===== src/rtl/cecc_pkg.sv =====
// Package: shared types, constants and field widths of the CIGAR edge clip classifier
`default_nettype none
package cecc_pkg;

   localparam int OP_LEN_BITS = 28;
   localparam int SPAN_BITS   = 40;
   localparam int SUM_BITS    = 32;
   localparam int POS_BITS    = 31;
   localparam int CLEN_BITS   = 32;
   localparam int TOTAL_BITS  = SPAN_BITS + 2;

   localparam logic [7:0] CH_ZERO = 8'h30;
   localparam logic [7:0] CH_NINE = 8'h39;
   localparam logic [7:0] CH_M    = 8'h4D;
   localparam logic [7:0] CH_I    = 8'h49;
   localparam logic [7:0] CH_D    = 8'h44;
   localparam logic [7:0] CH_S    = 8'h53;
   localparam logic [7:0] CH_H    = 8'h48;
   localparam logic [7:0] OP_NONE = 8'h00;

   localparam logic [1:0] EDGE_NONE  = 2'd0;
   localparam logic [1:0] EDGE_LEFT  = 2'd1;
   localparam logic [1:0] EDGE_RIGHT = 2'd2;
   localparam logic [1:0] EDGE_BAD   = 2'd3;

   typedef struct packed {
      logic [7:0]           cigar_char;
      logic                 is_last;
      logic [POS_BITS-1:0]  start_pos;
      logic [CLEN_BITS-1:0] contig_len;
   } req_type;

   typedef struct packed {
      logic [1:0]          edge_code;
      logic [SUM_BITS-1:0] len_with_clips;
      logic [SUM_BITS-1:0] len_with_dels;
   } rsp_type;

   typedef struct packed {
      logic                   first_clip;
      logic [OP_LEN_BITS-1:0] first_len;
      logic                   last_clip;
      logic [OP_LEN_BITS-1:0] last_len;
      logic [SPAN_BITS-1:0]   ref_span;
      logic [POS_BITS-1:0]    start_pos;
      logic [CLEN_BITS-1:0]   contig_len;
      logic [SUM_BITS-1:0]    sum_with_clips;
      logic [SUM_BITS-1:0]    sum_with_dels;
   } fin_type;

endpackage
`default_nettype wire


===== src/rtl/cecc_scan.sv =====
// Record scanner: builds operation lengths and running sums, one character per cycle while go is high
`default_nettype none
module cecc_scan (
   input  wire logic                              clock,
   input  wire logic                              reset,
   input  wire logic                              go,
   input  wire logic [7:0]                        ch,
   input  wire logic                              is_last,
   input  wire logic [cecc_pkg::POS_BITS-1:0]     start_pos,
   input  wire logic [cecc_pkg::CLEN_BITS-1:0]    contig_len,
   output      cecc_pkg::fin_type                 fin
);

   localparam int LB = cecc_pkg::OP_LEN_BITS;
   localparam int SB = cecc_pkg::SPAN_BITS;
   localparam int QB = cecc_pkg::SUM_BITS;

   logic [LB-1:0] digit_ff, digit_in;
   logic          have_ff, have_in;
   logic [7:0]    first_op_ff, first_op_in;
   logic [7:0]    last_op_ff, last_op_in;
   logic [LB-1:0] first_len_ff, first_len_in;
   logic [LB-1:0] last_len_ff, last_len_in;
   logic [SB-1:0] span_ff, span_in;
   logic [QB-1:0] clips_ff, clips_in;
   logic [QB-1:0] dels_ff, dels_in;

   logic [LB-1:0] nx_digit;
   logic          nx_have;
   logic [7:0]    nx_first_op, nx_last_op;
   logic [LB-1:0] nx_first_len, nx_last_len;
   logic [SB-1:0] nx_span;
   logic [QB-1:0] nx_clips, nx_dels;

   logic          is_digit;
   logic          close_op;
   logic [LB+3:0] times_ten;
   logic [SB:0]   span_sum;
   logic [QB:0]   clips_sum, dels_sum;
   logic          add_span, add_clips, add_dels;

   always_comb begin
      is_digit  = (ch >= cecc_pkg::CH_ZERO) && (ch <= cecc_pkg::CH_NINE);
      close_op  = !is_digit && have_ff;
      times_ten = {1'b0, digit_ff, 3'b000} + {3'b000, digit_ff, 1'b0}
                  + {{LB{1'b0}}, ch[3:0]};
      add_span  = (ch != cecc_pkg::CH_I) && (ch != cecc_pkg::CH_S) && (ch != cecc_pkg::CH_H);
      add_clips = (ch == cecc_pkg::CH_M) || (ch == cecc_pkg::CH_I) || (ch == cecc_pkg::CH_S);
      add_dels  = (ch == cecc_pkg::CH_M) || (ch == cecc_pkg::CH_I) || (ch == cecc_pkg::CH_D);
      span_sum  = {1'b0, span_ff} + {{(SB-LB+1){1'b0}}, digit_ff};
      clips_sum = {1'b0, clips_ff} + {{(QB-LB+1){1'b0}}, digit_ff};
      dels_sum  = {1'b0, dels_ff} + {{(QB-LB+1){1'b0}}, digit_ff};

      nx_digit     = digit_ff;
      nx_have      = have_ff;
      nx_first_op  = first_op_ff;
      nx_first_len = first_len_ff;
      nx_last_op   = last_op_ff;
      nx_last_len  = last_len_ff;
      nx_span      = span_ff;
      nx_clips     = clips_ff;
      nx_dels      = dels_ff;

      if (is_digit) begin
         nx_digit = (times_ten[LB+3:LB] != 4'd0) ? {LB{1'b1}} : times_ten[LB-1:0];
         nx_have  = 1'b1;
      end else if (close_op) begin
         nx_digit = '0;
         nx_have  = 1'b0;
         if (first_op_ff == cecc_pkg::OP_NONE) begin
            nx_first_op  = ch;
            nx_first_len = digit_ff;
         end
         nx_last_op  = ch;
         nx_last_len = digit_ff;
         if (add_span) begin
            nx_span = span_sum[SB] ? {SB{1'b1}} : span_sum[SB-1:0];
         end
         if (add_clips) begin
            nx_clips = clips_sum[QB] ? {QB{1'b1}} : clips_sum[QB-1:0];
         end
         if (add_dels) begin
            nx_dels = dels_sum[QB] ? {QB{1'b1}} : dels_sum[QB-1:0];
         end
      end

      fin.first_clip     = (nx_first_op == cecc_pkg::CH_S) || (nx_first_op == cecc_pkg::CH_H);
      fin.first_len      = nx_first_len;
      fin.last_clip      = (nx_last_op == cecc_pkg::CH_S) || (nx_last_op == cecc_pkg::CH_H);
      fin.last_len       = nx_last_len;
      fin.ref_span       = nx_span;
      fin.start_pos      = start_pos;
      fin.contig_len     = contig_len;
      fin.sum_with_clips = nx_clips;
      fin.sum_with_dels  = nx_dels;

      digit_in     = digit_ff;
      have_in      = have_ff;
      first_op_in  = first_op_ff;
      first_len_in = first_len_ff;
      last_op_in   = last_op_ff;
      last_len_in  = last_len_ff;
      span_in      = span_ff;
      clips_in     = clips_ff;
      dels_in      = dels_ff;
      if (go && is_last) begin
         digit_in     = '0;
         have_in      = 1'b0;
         first_op_in  = cecc_pkg::OP_NONE;
         first_len_in = '0;
         last_op_in   = cecc_pkg::OP_NONE;
         last_len_in  = '0;
         span_in      = '0;
         clips_in     = '0;
         dels_in      = '0;
      end else if (go) begin
         digit_in     = nx_digit;
         have_in      = nx_have;
         first_op_in  = nx_first_op;
         first_len_in = nx_first_len;
         last_op_in   = nx_last_op;
         last_len_in  = nx_last_len;
         span_in      = nx_span;
         clips_in     = nx_clips;
         dels_in      = nx_dels;
      end
   end

   always_ff @(posedge clock) begin
      if (reset) begin
         digit_ff     <= '0;
         have_ff      <= 1'b0;
         first_op_ff  <= cecc_pkg::OP_NONE;
         first_len_ff <= '0;
         last_op_ff   <= cecc_pkg::OP_NONE;
         last_len_ff  <= '0;
         span_ff      <= '0;
         clips_ff     <= '0;
         dels_ff      <= '0;
      end else begin
         digit_ff     <= digit_in;
         have_ff      <= have_in;
         first_op_ff  <= first_op_in;
         first_len_ff <= first_len_in;
         last_op_ff   <= last_op_in;
         last_len_ff  <= last_len_in;
         span_ff      <= span_in;
         clips_ff     <= clips_in;
         dels_ff      <= dels_in;
      end
   end

endmodule
`default_nettype wire


===== src/rtl/cigar_edge_clip_classifier_unit.sv =====
// Top level: CIGAR edge clip classifier with input, record-end and response registers
// A request flagged last passes the input, record-end and response registers before its response is valid.
// Throughput: one request per cycle while neither the response stall nor a held record-end register holds it.
// Requests not flagged last give no response and retire in the scanner stage.
// Synchronous reset clears all pipeline valids and the record state.
`default_nettype none
module cigar_edge_clip_classifier_unit (
   input  wire logic              clock,
   input  wire logic              reset,
   input  wire logic              req_valid,
   output      logic              req_stall,
   input  wire cecc_pkg::req_type req_data,
   output      logic              rsp_valid,
   input  wire logic              rsp_stall,
   output      cecc_pkg::rsp_type rsp_data
);

   localparam int TB = cecc_pkg::TOTAL_BITS;

   logic              in_v_ff, in_v_in;
   cecc_pkg::req_type in_ff;
   logic              fin_v_ff, fin_v_in;
   cecc_pkg::fin_type fin_ff;
   cecc_pkg::fin_type fin_nx;
   logic              rsp_v_ff, rsp_v_in;
   cecc_pkg::rsp_type rsp_ff;
   cecc_pkg::rsp_type rsp_nx;

   logic              out_free, fin_go, fin_free, proc_go, in_free, req_take;
   logic              left_hit, right_hit;
   logic [TB-1:0]     end_total;

   cecc_scan u_scan (
      .clock      (clock),
      .reset      (reset),
      .go         (proc_go),
      .ch         (in_ff.cigar_char),
      .is_last    (in_ff.is_last),
      .start_pos  (in_ff.start_pos),
      .contig_len (in_ff.contig_len),
      .fin        (fin_nx)
   );

   always_comb begin
      out_free  = !rsp_v_ff || !rsp_stall;
      fin_go    = fin_v_ff && out_free;
      fin_free  = !fin_v_ff || fin_go;
      proc_go   = in_v_ff && (!in_ff.is_last || fin_free);
      in_free   = !in_v_ff || proc_go;
      req_stall = !in_free;
      req_take  = req_valid && in_free;

      in_v_in  = in_free ? req_valid : in_v_ff;
      fin_v_in = (proc_go && in_ff.is_last) || (fin_v_ff && !fin_go);
      rsp_v_in = fin_go || (rsp_v_ff && !out_free);

      left_hit  = fin_ff.first_clip &&
                  ({{(cecc_pkg::CLEN_BITS-cecc_pkg::OP_LEN_BITS){1'b0}}, fin_ff.first_len}
                   > {1'b0, fin_ff.start_pos});
      end_total = {2'b00, fin_ff.ref_span}
                  + {{(TB-cecc_pkg::POS_BITS){1'b0}}, fin_ff.start_pos}
                  + {{(TB-cecc_pkg::OP_LEN_BITS){1'b0}}, fin_ff.last_len};
      right_hit = fin_ff.last_clip &&
                  (end_total > {{(TB-cecc_pkg::CLEN_BITS){1'b0}}, fin_ff.contig_len});

      if (left_hit) begin
         rsp_nx.edge_code = cecc_pkg::EDGE_LEFT;
      end else if (right_hit) begin
         rsp_nx.edge_code = cecc_pkg::EDGE_RIGHT;
      end else begin
         rsp_nx.edge_code = cecc_pkg::EDGE_NONE;
      end
      rsp_nx.len_with_clips = fin_ff.sum_with_clips;
      rsp_nx.len_with_dels  = fin_ff.sum_with_dels;
   end

   always_ff @(posedge clock) begin
      if (reset) begin
         in_v_ff  <= 1'b0;
         fin_v_ff <= 1'b0;
         rsp_v_ff <= 1'b0;
      end else begin
         in_v_ff  <= in_v_in;
         fin_v_ff <= fin_v_in;
         rsp_v_ff <= rsp_v_in;
      end
   end

   always_ff @(posedge clock) begin
      if (req_take) begin
         in_ff <= req_data;
      end
      if (proc_go && in_ff.is_last) begin
         fin_ff <= fin_nx;
      end
      if (fin_go) begin
         rsp_ff <= rsp_nx;
      end
   end

   assign rsp_valid = rsp_v_ff;
   assign rsp_data  = rsp_ff;

endmodule
`default_nettype wire


===== config.mk =====
export PLATFORM = sky130hd
export DESIGN_NAME = cigar_edge_clip_classifier_unit
export DESIGN_NICKNAME = d
export VERILOG_FILES = /design/src/rtl/cecc_pkg.sv /design/src/rtl/cecc_scan.sv /design/src/rtl/cigar_edge_clip_classifier_unit.sv
export SDC_FILE = /design/constraint.sdc
export NUM_CORES = 1
export LEC_CHECK = 0
export BUFFER_PORTS_ARGS = -buffer_cell sky130_fd_sc_hd__buf_4
export CORE_MARGIN = 2
export CORE_UTILIZATION = 41
export CTS_CLUSTER_SIZE = 10
export DETAILED_ROUTE_END_ITERATION = 16
export SLEW_MARGIN = 20
export SYNTH_ARGS = -nofsm -noshare
export SYNTH_HDL_FRONTEND = slang
export SYNTH_SLANG_ARGS = --single-unit

===== constraint.sdc =====
create_clock -name clock -period 27.1 [get_ports clock]
set_input_delay 6.775 -clock clock [delete_from_list [all_inputs] [get_ports clock]]
set_output_delay 6.775 -clock clock [all_outputs]
set_load 0.02 [all_outputs]

# == After elaboration in Yosys (flattened, before gate mapping) ==
# Index checks and enable logic that the tools add are counted.
# W data, S select, Z words.
# word_totals
regBits,571
out_inout_bits,68
word_cells,115
# classes
addsub,7
order_cmp,4
eq_ne,11
n_mux,28
reduce_logical,37
# ops
op,count
$mux W32,8
$mux W28,8
$mux W40,4
$add A32 B28 Y33,2
$eq A8 B7 Y1 const B,8
$add A41 B28 Y42,1
$gt A42 B32 Y1,1
$add A40 B28 Y41,1
$add A40 B31 Y41,1
$mux W8,5
$add A31 B29 Y32,1
$add A32 B4 Y32,1
$gt A28 B31 Y1,1
$ne A8 B7 Y1 const B,3
$logic_and A1 B1 Y1,12
$logic_or A1 B1 Y1,11
$logic_not A1 Y1,9
$ge A8 B6 Y1 const B,1
$le A8 B6 Y1 const B,1
$logic_not A8 Y1,1
$reduce_bool A4 Y1,1
$mux W1,2
$mux W2,1
$reduce_and A2 Y1,1
2 further kinds,2

# == Logic depth before layout (Yosys ltp) ==
# depth
depth_word,8
mapped_depth,22
depth_no_buf,22

# == Hierarchy ==
# From an unflattened synthesis, not the netlist that was laid out.
# unflattened
hier_cells,3135
area_unflattened_um2,31826.8
# by_module_without_submodules
mod,n_inst,cells_each,area_each_um2
cecc_scan,1,2169,16348.2
cigar_edge_clip_classifier_unit,1,966,15478.6

# == Worst setup path before layout ==
# Ideal clock, no wire load.
# synth_timing
path_kind,input to register
from,input port rsp_stall
to,register u_scan.dels_ff[22]
setup_ns,0.129
arrival_ns,14.991
required_ns,26.971
slack_ns,11.981
stages,8
cell_sequence,and3_1 > nand2_1 > and3_1 > clkbuf_1 > nor2_1 > clkbuf_1 > o21ai_0 > a21oi_1
# synth_between
elab_chain_cells,8
# synth_lines
item,line,text
from (decl),cigar_edge_clip_classifier_unit.sv:14,"input wire logic rsp_stall,"
$logic_not A1 Y1 *,cigar_edge_clip_classifier_unit.sv:45,out_free = !rsp_v_ff || !rsp_stall;
$logic_or A1 B1 Y1 *,cigar_edge_clip_classifier_unit.sv:45,
$logic_and A1 B1 Y1 *,cigar_edge_clip_classifier_unit.sv:46,fin_go = fin_v_ff && out_free;
$logic_or A1 B1 Y1 *,cigar_edge_clip_classifier_unit.sv:47,fin_free = !fin_v_ff || fin_go;
$logic_or A1 B1 Y1 *,cigar_edge_clip_classifier_unit.sv:48,proc_go = in_v_ff && (!in_ff.is_last || fin_free);
$logic_and A1 B1 Y1 *,cigar_edge_clip_classifier_unit.sv:48,
$logic_and A1 B1 Y1,cecc_scan.sv:106,if (go && is_last) begin
$reduce_or A2 Y1 (no source line),--,
to (signal assigned),cecc_scan.sv:149,dels_ff <= dels_in;
to (decl),cecc_scan.sv:26,"logic [QB-1:0] dels_ff, dels_in;"
# Mark *: on every way between the ends. The rest lies on a longest branch, timed or not.
# A chain may end at the register's enable or synchronous reset.

# == Final worst setup path ==
# layout_timing
from,input port rsp_stall
to,output port req_stall
# layout_between
elab_chain_cells,8
# layout_lines
item,line,text
$logic_not A1 Y1,cigar_edge_clip_classifier_unit.sv:45,
$logic_or A1 B1 Y1,cigar_edge_clip_classifier_unit.sv:45,
$logic_and A1 B1 Y1,cigar_edge_clip_classifier_unit.sv:46,
$logic_or A1 B1 Y1,cigar_edge_clip_classifier_unit.sv:47,
$logic_or A1 B1 Y1,cigar_edge_clip_classifier_unit.sv:48,
$logic_and A1 B1 Y1,cigar_edge_clip_classifier_unit.sv:48,
$logic_or A1 B1 Y1,cigar_edge_clip_classifier_unit.sv:49,in_free = !in_v_ff || proc_go;
$logic_not A1 Y1,cigar_edge_clip_classifier_unit.sv:50,req_stall = !in_free;
to (decl),cigar_edge_clip_classifier_unit.sv:11,"output logic req_stall,"
# Every way passes these cells.

==> key figures <==
Route
  • DR pass1 iterations: 7
  • Avg WL per Cell: roughly 20 µm
  • Final wirelength: around 80000 µm
  • Post-DR vias/cell: around 5.6
  • DR DRC count: 0
  • Via count: 23200
  • Antenna Nets Post-Route: 0
  • 1st-iter DRT viols: about 1800

Synth
  • Mapped Nets: 3330
  • Post-synth top cells: edfxtp_1 (363), a21oi_1 (350), nor2_1 (298), ha_1 (233), nand2_1 (231)
  • EDFF count, synth: between 300 and 400
  • Flops & latches, synth: ~570
  • Synth area leaders: edfxtp_1 (35%), dfxtp_1 (13%), ha_1 (9.4%), a21oi_1 (5.7%), nor2_1 (3.6%)
  • Syn Inst Count: ~3000
  • Synth area leader: edfxtp_1
  • Sequential area share after synthesis: between 40% and 50%
  • Count leader, synth: edfxtp_1
  • Top cell type's share of synthesized area: 35.3%
  • Synth cell types: 93
  • Async SR Flop Fraction: 0%
  • Syn avg cell area: 10.3 µm²
  • Synthesized cell area: roughly 0.03 mm²
  • Leading register cell type out of synthesis: edfxtp_1
  • Synth warn: 0

Worst setup path
  • Crit Path Class: in2out
  • CP Data Arrival Time: 7710 ps
  • FF-to-FF Start: fin_ff[97]
  • Worst Setup Start Kind: primary input
  • CP endpoint kind: output pin
  • Critical path peak fanout: 3
  • R2R Path End: rsp_data[65]
  • FF-to-FF setup slack: between 20000 and 25000 ps
  • Worst path required time: roughly 20000 ps
  • Cells on worst reg2reg path: 22

Layout
  • Fillers: just under 7000
  • Final Non-Filler Cells: 4118
  • P&R area growth vs syn: 13.5%
  • Layout Nets: 3436
  • Utilization after layout: between 40% and 50%
  • Share of cells above drive strength 1: between 10% and 20%

Clock network
  • # H-tree levels: 3
  • Total CTS buffers: a little over 70
  • CTS Hold Bufs: 0
  • Clock slew at reported path FFs: roughly 60 ps
  • Clk sink count: approximately 570
  • CTS tree: yes
  • Clock Tree Buf Depth: 3
  • Post-CTS Resized: 0
  • Skew-Pair Late Insertion Delay: between 600 and 700 ps
  • Post-CTS Setup Inserts: 0
  • Root buffer cell: clkbuf_16

Floorplan
  • Die Footprint: 0.0775 mm²
  • Rows: 100
  • I/O pins: between 100 and 150
  • Core Region: 0.0744 mm²
  • Die Ht: 278 µm
  • Die Span X: approximately 280 µm
  • Starting Density: between 40% and 50%

STA
  • Max Fclk: 69.0 MHz
  • Pins over their slew limit: 0
  • Final worst-path cycle share: a little over half
  • Setup Skew: 42.8 ps
  • Rel. slew slack: roughly 34%
  • Unrepaired setup endpoints after global routing: no
  • Final hold vios: 0
  • Tightest Pin Transition: between 900 and 1000 ps
  • Fin crit period: 14490 ps
  • Final setup violation count: 0
  • Final setup TNS: 0 ps

Placement
  • Post-Place Cells: 3989
  • IO buf count: about 140
  • GPL Wtd Cong: a little over 0.9
  • Final HPWL from detailed placement: around 57000 µm

Global route
  • Overall Global Routing Usage: between 20 and 25%
  • Largest net degree at the start of global routing: 166
  • Vias in the first global route: about 22000
  • Remaining Overflow, GRT: 0
  • Antenna violations before repair: 3
  • First-pass GRT wire length: roughly 130000 µm

Hold path
  • Sink of the worst hold path: rsp_data[25]
  • Hold depth: 0
  • Hold Crit Start: fin_ff[25]
  • Min-delay worst type: reg2reg

Pwr
  • Max VDD drop: between 0.05 and 0.06 mV
  • PD cells: 54.6 mW/mm²
  • P_leak: between 10 and 15 nW

Status
  • Status: completed

Flow run
  • Total of max-cap violations: 0
==> through the flow <==
| stage | setup WS (ps) | instance area (µm²) | hold slack [ps] | power, mW |
|---|---|---|---|---|
| finish | 12610 | 35000 | 404 | 1.91 |
| global route | 12580 | 35000 | 420 | 1.98 |
| CTS | 12610 | 35000 | 407 | 1.94 |
| detailed placement | 12610 | 32900 | 405 | 1.06 |
| global placement | 12590 | 32900 | 404 | 1.06 |
| floorplan | 11980 | 30900 | 400 | 1.03 |
==> worst max-delay path: stages <==
cell and delay (ps):
buf_4 100, and3_1 260, nand3_1 140, inv_1 220
buf_4 200
==> layout make-up <==
class / instances / area, µm² / area share [%]
inverters: 98 / 368 / 1.05
multi-input cells: 2185 / 15000 / 42.8
clock buffers: 114 / 1990 / 5.68
flip-flops and latches: 571 / 15100 / 43.0
well taps: 969 / 1210 / 3.46
repair buffers: 166 / 1260 / 3.59
clock inverters: 14 / 129 / 0.368
diodes: 1 / 2.50 / 0.00714
==> cells in the final DEF, fill, tap and decap left out, drive strengths merged, types with 29 or more instances in the layout <==
cell	count
inv	102
xnor2	78
a31oi	29
buf	166
o21ai	183
ha	233
dfxtp	208
mux2	68
nand4	29
edfxtp	363
nor2	298
nand3	59
a21oi	353
clkbuf	114
xor2	43
a21o	69
fa	34
nand2	231
nor3	62
a211oi	35
==> flip-flops by register name (all words and copies together), names as in the netlist, 8 cells and up, named ones only <==
| name | count |
|---|---|
| fin_ff | 225 |
| in_ff | 72 |
| rsp_data | 66 |
| u_scan.span_ff | 40 |
| u_scan.clips_ff | 32 |
| u_scan.dels_ff | 32 |
| u_scan.digit_ff | 28 |
| u_scan.first_len_ff | 28 |
| u_scan.last_len_ff | 28 |
| u_scan.first_op_ff | 8 |
| u_scan.last_op_ff | 8 |
==> routing by layer <==
| metal | global-route usage, % | part of all wire, % | vias to the layer above |
|---|---|---|---|
| met2 | 33.0 | 45 | 675 |
| li1 | - | - | 11300 |
| met5 | 0 | 0.021 | - |
| met1 | 27.8 | 44 | 11100 |
| met4 | 8.94 | 4.1 | 2 |
| met3 | 3.84 | 6.0 | 162 |
==> power by group <==
group	switching [mW]	internal, mW	leakage (nW)
sequential	0.00992	0.946	5.18
clock	0.363	0.505	1.01
combinational	0.0551	0.0329	8.07
==> cells by family (layout without fill, tap and decap cells) <==
family / Yosys count / count (layout) / share of synthesized area (%)
other: 0 / 1 / 0
AND/OR/NAND/NOR: 857 / 857 / 13.1
buffers and inverters: 231 / 392 / 2.90
XOR/XNOR: 121 / 121 / 3.43
AO/OA/AOI/OAI: 861 / 861 / 17.3
multiplexers: 79 / 79 / 2.84
adder cells (fa/ha/maj): 267 / 267 / 11.6
flip-flops: 571 / 571 / 48.8
==> worst max path at each step <==
stage | startpoint | end | slack (ps)
global route | rsp_stall | req_stall | 12580
finish | rsp_stall | req_stall | 12610
global placement | rsp_stall | req_stall | 12590
floorplan | rsp_stall | u_scan.dels_ff[22] | 11980
CTS | rsp_stall | req_stall | 12610
detailed placement | rsp_stall | req_stall | 12610
Power figures use the tool's default switching activity.
